File: config.mk
export PLATFORM = sky130hd
export DESIGN_NAME = stylesheet_char_tokenizer_unit
export DESIGN_NICKNAME = d
export VERILOG_FILES = /design/src/rtl/sctok_pkg.sv /design/src/rtl/stylesheet_char_tokenizer_unit.sv
export SDC_FILE = /design/constraint.sdc
export NUM_CORES = 1
export LEC_CHECK = 0
export BUFFER_PORTS_ARGS = -buffer_cell sky130_fd_sc_hd__buf_4
export CORE_MARGIN = 3
export CORE_UTILIZATION = 35
export DETAILED_ROUTE_END_ITERATION = 16
export PLACE_DENSITY = 0.58
export SYNTH_ARGS = -nofsm -noshare
export SYNTH_HDL_FRONTEND = slang
export SYNTH_SLANG_ARGS = --single-unit
File: constraint.sdc
create_clock -name aclk -period 2.5 [get_ports aclk]
set_input_delay 0.5 -clock aclk [delete_from_list [all_inputs] [get_ports aclk]]
set_output_delay 0.5 -clock aclk [all_outputs]
set_load 0.01 [all_outputs]
File: src/rtl/sctok_pkg.sv
// shared types, event codes and character classes of the stylesheet tokenizer
`timescale 1ns / 1ps

package sctok_pkg;

    typedef enum logic [5:0] {
        ST_SELECTOR   = 6'b000001,
        ST_OPEN_BRACE = 6'b000010,
        ST_PROPNAME   = 6'b000100,
        ST_COLON      = 6'b001000,
        ST_PROPVAL    = 6'b010000,
        ST_NEXTPROP   = 6'b100000
    } parse_state_t;

    typedef enum logic [3:0] {
        EV_IGNORED    = 4'd0,
        EV_SEL_CHAR   = 4'd1,
        EV_STYLE_BEG  = 4'd2,
        EV_NAME_CHAR  = 4'd3,
        EV_VAL_CHAR   = 4'd4,
        EV_PROP_DONE  = 4'd5,
        EV_STYLE_END  = 4'd6,
        EV_BRACE_ERR  = 4'd7,
        EV_COLON_ERR  = 4'd8,
        EV_STREAM_END = 4'd9
    } event_t;

    localparam logic [7:0] CH_LBRACE     = 8'h7B;
    localparam logic [7:0] CH_RBRACE     = 8'h7D;
    localparam logic [7:0] CH_COLON      = 8'h3A;
    localparam logic [7:0] CH_SEMI       = 8'h3B;
    localparam logic [7:0] CH_DOT        = 8'h2E;
    localparam logic [7:0] CH_UNDERSCORE = 8'h5F;
    localparam logic [7:0] CH_DASH       = 8'h2D;

    function automatic logic is_space(input logic [7:0] c);
        return (c == 8'h20) || (c >= 8'h09 && c <= 8'h0D);
    endfunction

    function automatic logic is_alpha(input logic [7:0] c);
        return (c >= 8'h41 && c <= 8'h5A) || (c >= 8'h61 && c <= 8'h7A);
    endfunction

    function automatic logic is_alnum(input logic [7:0] c);
        return is_alpha(c) || (c >= 8'h30 && c <= 8'h39);
    endfunction

    function automatic logic is_print(input logic [7:0] c);
        return (c >= 8'h20) && (c <= 8'h7E);
    endfunction

endpackage

File: src/rtl/stylesheet_char_tokenizer_unit.sv
// top level of the stylesheet character tokenizer
//
//  channel | dir | tdata                                   | tuser
//  s_      | in  | [7:0] char_in                           | [0] kind
//  m_      | out | [7:0] char_out, [8] finished_ok, 0 pad  | [3:0] event_res
//
// one transaction per cycle unless stalled; each input byte yields one result
// the parser state and flags update at the input edge, the result register
// holds the event until taken
// aresetn (synchronous, active low) returns the parser to selector state
// a stalled result holds s_tready low only while m_tready is low
`timescale 1ns / 1ps

module stylesheet_char_tokenizer_unit import sctok_pkg::*; (
    input  logic        aclk,
    input  logic        aresetn,
    input  logic        s_tvalid,
    output logic        s_tready,
    input  logic [7:0]  s_tdata,   // [7:0] char_in
    input  logic [0:0]  s_tuser,   // [0] kind
    output logic        m_tvalid,
    input  logic        m_tready,
    output logic [15:0] m_tdata,   // [7:0] char_out, [8] finished_ok, [15:9] zero
    output logic [3:0]  m_tuser    // [3:0] event_res
);

    parse_state_t state_reg, state_next;
    logic         sel_started_reg, sel_started_next;
    logic         name_started_reg, name_started_next;
    logic         val_started_reg, val_started_next;

    logic         m_valid_reg;
    event_t       event_reg, event_next;
    logic [7:0]   char_reg, char_next;
    logic         fin_reg, fin_next;

    logic         s_accept;
    logic [7:0]   c;

    assign c        = s_tdata;
    assign s_tready = !m_valid_reg || m_tready;
    assign s_accept = s_tvalid && s_tready;

    always_comb begin
        state_next        = state_reg;
        sel_started_next  = sel_started_reg;
        name_started_next = name_started_reg;
        val_started_next  = val_started_reg;
        event_next        = EV_IGNORED;
        fin_next          = 1'b0;
        if (s_tuser[0]) begin
            fin_next          = (state_reg == ST_SELECTOR);
            event_next        = EV_STREAM_END;
            state_next        = ST_SELECTOR;
            sel_started_next  = 1'b0;
            name_started_next = 1'b0;
            val_started_next  = 1'b0;
        end else begin
            unique case (state_reg)
                ST_SELECTOR: begin
                    if (!sel_started_reg) begin
                        if (is_alpha(c) || c == CH_DOT) begin
                            sel_started_next = 1'b1;
                            event_next       = EV_SEL_CHAR;
                        end
                    end else if (c == CH_LBRACE) begin
                        state_next = ST_PROPNAME;
                        event_next = EV_STYLE_BEG;
                    end else if (is_space(c)) begin
                        state_next = ST_OPEN_BRACE;
                    end else if (is_alpha(c)) begin
                        event_next = EV_SEL_CHAR;
                    end
                end
                ST_OPEN_BRACE: begin
                    if (c == CH_LBRACE) begin
                        state_next = ST_PROPNAME;
                        event_next = EV_STYLE_BEG;
                    end else if (!is_space(c)) begin
                        event_next = EV_BRACE_ERR;
                    end
                end
                ST_PROPNAME: begin
                    if (!name_started_reg) begin
                        if (is_alpha(c)) begin
                            name_started_next = 1'b1;
                            event_next        = EV_NAME_CHAR;
                        end
                    end else if (is_space(c)) begin
                        state_next = ST_COLON;
                    end else if (c == CH_COLON) begin
                        state_next = ST_PROPVAL;
                    end else if (is_alnum(c) || c == CH_UNDERSCORE || c == CH_DASH) begin
                        event_next = EV_NAME_CHAR;
                    end
                end
                ST_COLON: begin
                    if (c == CH_COLON) begin
                        state_next = ST_PROPVAL;
                    end else if (!is_space(c)) begin
                        event_next = EV_COLON_ERR;
                    end
                end
                ST_PROPVAL: begin
                    if (!val_started_reg && is_space(c)) begin
                        event_next = EV_IGNORED;
                    end else if (val_started_reg && c == CH_SEMI) begin
                        state_next        = ST_NEXTPROP;
                        name_started_next = 1'b0;
                        val_started_next  = 1'b0;
                        event_next        = EV_PROP_DONE;
                    end else if (is_print(c)) begin
                        val_started_next = 1'b1;
                        event_next       = EV_VAL_CHAR;
                    end
                end
                ST_NEXTPROP: begin
                    if (c == CH_RBRACE) begin
                        state_next       = ST_SELECTOR;
                        sel_started_next = 1'b0;
                        event_next       = EV_STYLE_END;
                    end else if (is_alpha(c)) begin
                        state_next        = ST_PROPNAME;
                        name_started_next = 1'b1;
                        event_next        = EV_NAME_CHAR;
                    end
                end
                default: begin
                    event_next = EV_IGNORED;
                end
            endcase
        end
        char_next = (event_next == EV_SEL_CHAR || event_next == EV_NAME_CHAR ||
                     event_next == EV_VAL_CHAR) ? c : 8'h00;
    end

    always_ff @(posedge aclk) begin
        if (!aresetn) begin
            state_reg        <= ST_SELECTOR;
            sel_started_reg  <= 1'b0;
            name_started_reg <= 1'b0;
            val_started_reg  <= 1'b0;
            m_valid_reg      <= 1'b0;
        end else begin
            if (s_accept) begin
                state_reg        <= state_next;
                sel_started_reg  <= sel_started_next;
                name_started_reg <= name_started_next;
                val_started_reg  <= val_started_next;
                m_valid_reg      <= 1'b1;
            end else if (m_tready) begin
                m_valid_reg <= 1'b0;
            end
        end
    end

    always_ff @(posedge aclk) begin
        if (s_accept) begin
            event_reg <= event_next;
            char_reg  <= char_next;
            fin_reg   <= fin_next;
        end
    end

    assign m_tvalid = m_valid_reg;
    assign m_tdata  = {7'b0, fin_reg, char_reg};
    assign m_tuser  = event_reg;

    // end of stream leaves the parser cleared
    a_stream_end_clears: assert property (@(posedge aclk) disable iff (!aresetn)
        s_accept && s_tuser[0] |=> state_reg == ST_SELECTOR && !sel_started_reg &&
            !name_started_reg && !val_started_reg)
        else $error("parser not cleared after stream end");

    // char_out carries a byte only for text events
    a_char_only_text: assert property (@(posedge aclk) disable iff (!aresetn)
        m_valid_reg && !(event_reg == EV_SEL_CHAR || event_reg == EV_NAME_CHAR ||
            event_reg == EV_VAL_CHAR) |-> char_reg == 8'h00)
        else $error("char_out set on a non-text event");

    // finished_ok only on stream end
    a_fin_only_end: assert property (@(posedge aclk) disable iff (!aresetn)
        m_valid_reg && fin_reg |-> event_reg == EV_STREAM_END)
        else $error("finished_ok outside stream end");

    // errors keep the parser state
    a_error_holds: assert property (@(posedge aclk) disable iff (!aresetn)
        s_accept && (event_next == EV_BRACE_ERR || event_next == EV_COLON_ERR)
            |=> $stable(state_reg))
        else $error("state changed on a parse error");

endmodule
==> impl_metrics.ini, run 1 <==
[layout]
drive_gt1_frac = 0.336
fin_area_um2 = 2240
final_common_cell = buf_4
antenna_cells = 0
syn_to_final_growth_pct = 32.0
final_cell_mix = 64 x buf_4, 18 x nand2_1, 13 x edfxtp_1
final_nets = 267
largest_register_ffs = 8

[sta]
min_period_ps = 2410
report.final.hold_viol_count = 0
tns_ps = 0
fmaxAchievable_ghz = 0.414
maxSlewHeadroom = 0.653
setup-violations-final = 0
slew_violations = 0
period_share = 0.966
tightest_slew_ps = 517
skew_ps = 9.04

[synthesis]
synth_ff_type = edfxtp_1
synth.avg_cell_area_um2 = 8.49
synthTopCellsByArea = edfxtp_1 23%, dfxtp_1 12%, nand2_1 4.2%
synth-seq-cells = 23
synth-seq-area-share = 0.348
ys_warn_count = 0
synthesis.area_um2 = 1700
yosysTopAreaCell = edfxtp_1
netlist_instances = 200
synthArstFlopShare = 0
synth.distinct_cells = 57
synth.top_cell.area_share = 0.230
synth_edf_count = 13

[worst_setup_path]
reg2reg_slack_ps = 90
slowest_stage = or4b_4
cp_slowest_stage_delay_ps = 530
critPathKind = register to register
worstPathArrival_ps = 2520
setup.worst_path.end_class = register
start_kind = register
critPathRequiredTime_ps = 2600
reg2reg_from = state_reg[3]
worstPathMaxFanout = 7
path_cells = or4b_4 -> or3_4 -> nor4b_4 -> o22ai_2 -> a21oi_4 -> nand4_4 -> a211oi_2
r2r_end = char_reg[4]
reg2reg_depth = 7

[floorplanning]
start_util = 0.377
die_h_um = 75.7
rows = 24
die_w_um = 75.7
core_area_um2 = 4500
pin_count = 35
dieArea_um2 = 5720

[clock_tree]
cts_max_path_buffers = 2
cts_made_buffers = 3
cts_root_buf = clkbuf_8
cts_tree = built
h-tree-depth = 1
cts.clk_slew.worst_paths_ps = 90
cts.sinks = 23
cts_hold_buf = 0
clock_latency_ps = 270

[pwr]
power_density_nw_per_um2 = 369
power_leakage_nw = 0.956
ir_drop_mv = 0.181

[place]
place_congestion = 0.937
postPlaceCellArea_um2 = 2140
hpwl_um = 3510
port_buffers = 27

[grt]
grt_pass1_vias = 1481
grt.overflow.total = 0
grt_pass1_wl_um = 7090
antenna_found_initial = 0
grt_util_all_layers = 0.161
grt_max_degree = 16

[drt]
ant_nets = 0
avgViaCountPerCell = 5.54
firstDrtPassIters = 4
first_iter_violations = 86
drt-total-wl_um = 4470
post_drt_wl_per_cell_um = 14.7
vias = 1691
post-route-drc-count = 0

[worst_hold_path]
hp-start = aresetn
whs_path_depth = 2
min_to = state_reg[0]
min-delay-path-class = primary input to register

[flow_run]
maxCapViolCount = 0

[status]
status = complete, no violations
==> what timing repair did <==
action	4_1_cts	5_1_grt
pin swaps	0	3
setup endpoints to repair	10	13
resized for setup	2	10
setup buffers	0	1
==> synthesized netlist by cell type (all sizes together) (2+ instances only) <==
master   count
a21oi       10
or4b         2
a21o         2
or3          4
nand3b       4
nand2       19
nand2b       7
clkbuf      11
o31ai        2
o21ai        7
and2         2
mux2i        4
o22ai        4
nor2b        2
dfxtp       10
a32oi        2
inv          9
or3b         2
edfxtp      13
buf         11
o211a        2
a2111oi      2
a21boi       2
a211oi       2
nand4        4
nor4         6
and3b        3
nor3        12
or4          5
nand3        6
nor2        12
==> area by class of cell <==
type                            instances  area (µm²)
Timing Repair Buffer                   64         480
Tap cell                               52        65.1
Clock inverter                          1        5.00
Inverter                                9        33.8
Multi-Input combinational cell        153        1020
Clock buffer                            3        41.3
Fill cell                             443        2260
Sequential cell                        23         592
==> through the flow <==
stage           util  hold slack, ps  cells  setup slack [ps]  total power [mW]
2_1_floorplan      -             484    207              11.1             0.526
3_3_place_gp   0.474             525    300              -142             0.595
3_5_place_dp   0.474             533    300              -156             0.596
4_1_cts        0.486             486    304              15.3             0.831
5_1_grt        0.498             506    305             -56.8             0.868
6_report       0.498             488    305              85.0             0.827
==> logic make-up (layout without fill, tap and decap cells) <==
logic type | after synthesis | count (layout) | synth area share
buffers and inverters | 31 | 77 | 0.0943
DFF | 23 | 23 | 0.348
AOI/OAI and AO/OA | 46 | 46 | 0.195
and+or+nand+nor | 93 | 93 | 0.327
xor gates and xnor gates | 2 | 2 | 0.0103
muxes | 4 | 4 | 0.0236
other | 1 | 8 | 0.00221
==> worst max-delay path: cells and delay by family (launching register included) <==
kind	cells	cell delay, ps
flops	1	330
simple gates	4	1330
compound gates	3	580
==> worst max-delay path by stage <==
stage | from | endpoint | slack, ps | cells after the start
final | state_reg[3] | char_reg[4] | 90 | 7
after global routing | state_reg[4] | char_reg[4] | -60 | 7
after CTS | state_reg[3] | char_reg[1] | 20 | 7
after detailed placement | s_tdata[7] | state_reg[5] | -160 | 8
after global placement | s_tdata[4] | char_reg[1] | -140 | 8
after floorplan | state_reg[5] | char_reg[1] | 10 | 9
==> routing by layer <==
metal,wire length (µm),global-route usage,share of wire,up-vias
li1,-,-,-,837
met1,2030,0.232,0.45,799
met2,2130,0.251,0.48,51
met3,277,0.0264,0.062,4
met4,29,0.0408,0.0065,0
met5,0,0,0,-
==> power by group <==
part	switching [mW]	internal, mW
sequential	0.00742	0.418
combinational	0.0914	0.0761
clock	0.123	0.111
Note: power is estimated with default switching activity, not from simulation.
==> run 2, diff against run 1 <==
- ABC_CLOCK_PERIOD_IN_PS: default -> 2500
- CORE_UTILIZATION: 35 -> 49
- PLACE_DENSITY: 0.58 -> 0.76
==> impl_metrics.ini, run 2 (synthesis gave the netlist of run 1 again) <==
[status]
status = finished, violations left
failed_checks = negative setup slack

[worst_setup_path]
crit_family = simple AND/OR/NAND/NOR gates
worstPathMaxFanout = 7
setup.worst_path.end_class = register
path_cells = or4b_4 -> or3_4 -> nor3_2 -> o22ai_2 -> a21oi_4 -> buf_4 -> nand4_4 -> a211oi_2
path_buf_inv = 1
worstPathArrival_ps = 2680
cp_slowest_stage_delay_ps = 530
slowest_stage = or4b_4
critPathRequiredTime_ps = 2660
critPathKind = register to register
start_kind = register

[floorplanning]
dieArea_um2 = 4210
die_h_um = 64.9
rows = 20
pin_count = 35
start_util = 0.534
core_area_um2 = 3180
die_w_um = 64.9

[clock_tree]
clock_latency_ps = 320
cts.sinks = 23
cts_max_path_buffers = 2
cts_root_buf = clkbuf_4
cts.clk_slew.worst_paths_ps = 130
cts_made_buffers = 3
cts_hold_buf = 0
cts_tree = built
h-tree-depth = 1

[layout]
fin_area_um2 = 2200
antenna_cells = 0
final_nets = 267
syn_to_final_growth_pct = 29.8
largest_register_ffs = 8
final_cell_mix = 64 x buf_4, 19 x nand2_1, 13 x edfxtp_1
seq_area_um2 = 593
final_cells = 297
drive_gt1_frac = 0.332
final_common_cell = buf_4
fin_util = 0.693
fillers = 262
multiInputGateArea_um2 = 1010

[sta]
min_period_ps = 2520
slew_violations = 0
skew_ps = 2.44
setup-violations-final = 2
rsz0062_at_grt = true
report.final.hold_viol_count = 0
fmaxAchievable_ghz = 0.397
maxSlewHeadroom = 0.630
tightest_slew_ps = 551
period_share = 1.01
tns_ps = -24.0
fin_hold_ws_ps = 428
fin_ws_ps = -20.4

[drt]
firstDrtPassIters = 5
post-route-drc-count = 0
drt-total-wl_um = 4620
avgViaCountPerCell = 6.01
ant_nets = 0
first_iter_violations = 124
vias = 1786
post_drt_wl_per_cell_um = 15.6

[flow_run]
maxCapViolCount = 0

[pwr]
power_leakage_nw = 0.943
power.internal_mw = 0.558
power_frac_seq = 0.548
clkPwrFrac = 0.231
power_density_nw_per_um2 = 353
power.total_mw = 0.777
p_sw_frac = 0.282
ir_drop_mv = 0.141
switchingPower_mw = 0.219
power_frac_comb = 0.221

[grt]
grt_pass1_vias = 1676
grt.overflow.total = 0
antenna_found_initial = 0
grt_util_all_layers = 0.226
grt_max_degree = 16
grt_pass1_wl_um = 7440

[place]
place_inst = 293
port_buffers = 27
hpwl_um = 3580
preCtsSetupSlack_ps = -274
place_congestion = 0.971
postPlaceCellArea_um2 = 2130

[worst_hold_path]
min-delay-path-class = primary input to register
==> run 2: path summary, 6_finish.rpt <==
path / start / to / slack (ps) / cells after the start
setup / recovery: state_reg[3] / char_reg[1] / -20 / 8
hold / removal: s_tvalid / m_tvalid / 430 / 3
setup reg to reg: state_reg[3] / char_reg[1] / -20 / 8
hold reg to reg: m_tvalid / m_tvalid / 550 / 2
==> run 2: area by class of cell <==
type	instances	area share
Inverter	9	0.0153
Tap cell	44	0.0250
Timing Repair Buffer	64	0.218
Sequential cell	23	0.269
Clock buffer	4	0.0119
Multi-Input combinational cell	153	0.461
==> run 2: what timing repair did <==
item | CTS | global route
setup endpoints to repair | 9 | 11
gates resized for setup | 7 | 3
endpoints found under the hold margin | 0 | 0
buffers inserted | 0 | 0
pin swaps | 1 | 5
==> run 2: metal layers <==
metal	up-vias	part of all wire	GRT usage
li1	836	-	-
met4	0	0.029	0.100
met2	99	0.49	0.392
met3	18	0.086	0.0381
met1	833	0.40	0.271
met5	-	0	0
==> run 2: worst register-to-register path: stages, from the launching register on <==
cell      delay [ps]
dfxtp_2          350
or4b_4           530
or3_4            440
nor3_2           250
o22ai_2          120
a21oi_4          140
buf_4            140
nand4_4          130
a211oi_2         270
==> run 2: power by group through the flow <==
stage | clock network [mW] | logic, mW | registers [mW]
after floorplan | 0 | 0.0877 | 0.439
after global placement | 0 | 0.161 | 0.434
after detailed placement | 0 | 0.165 | 0.435
after CTS | 0.176 | 0.168 | 0.426
after global routing | 0.190 | 0.187 | 0.428
final | 0.180 | 0.171 | 0.426
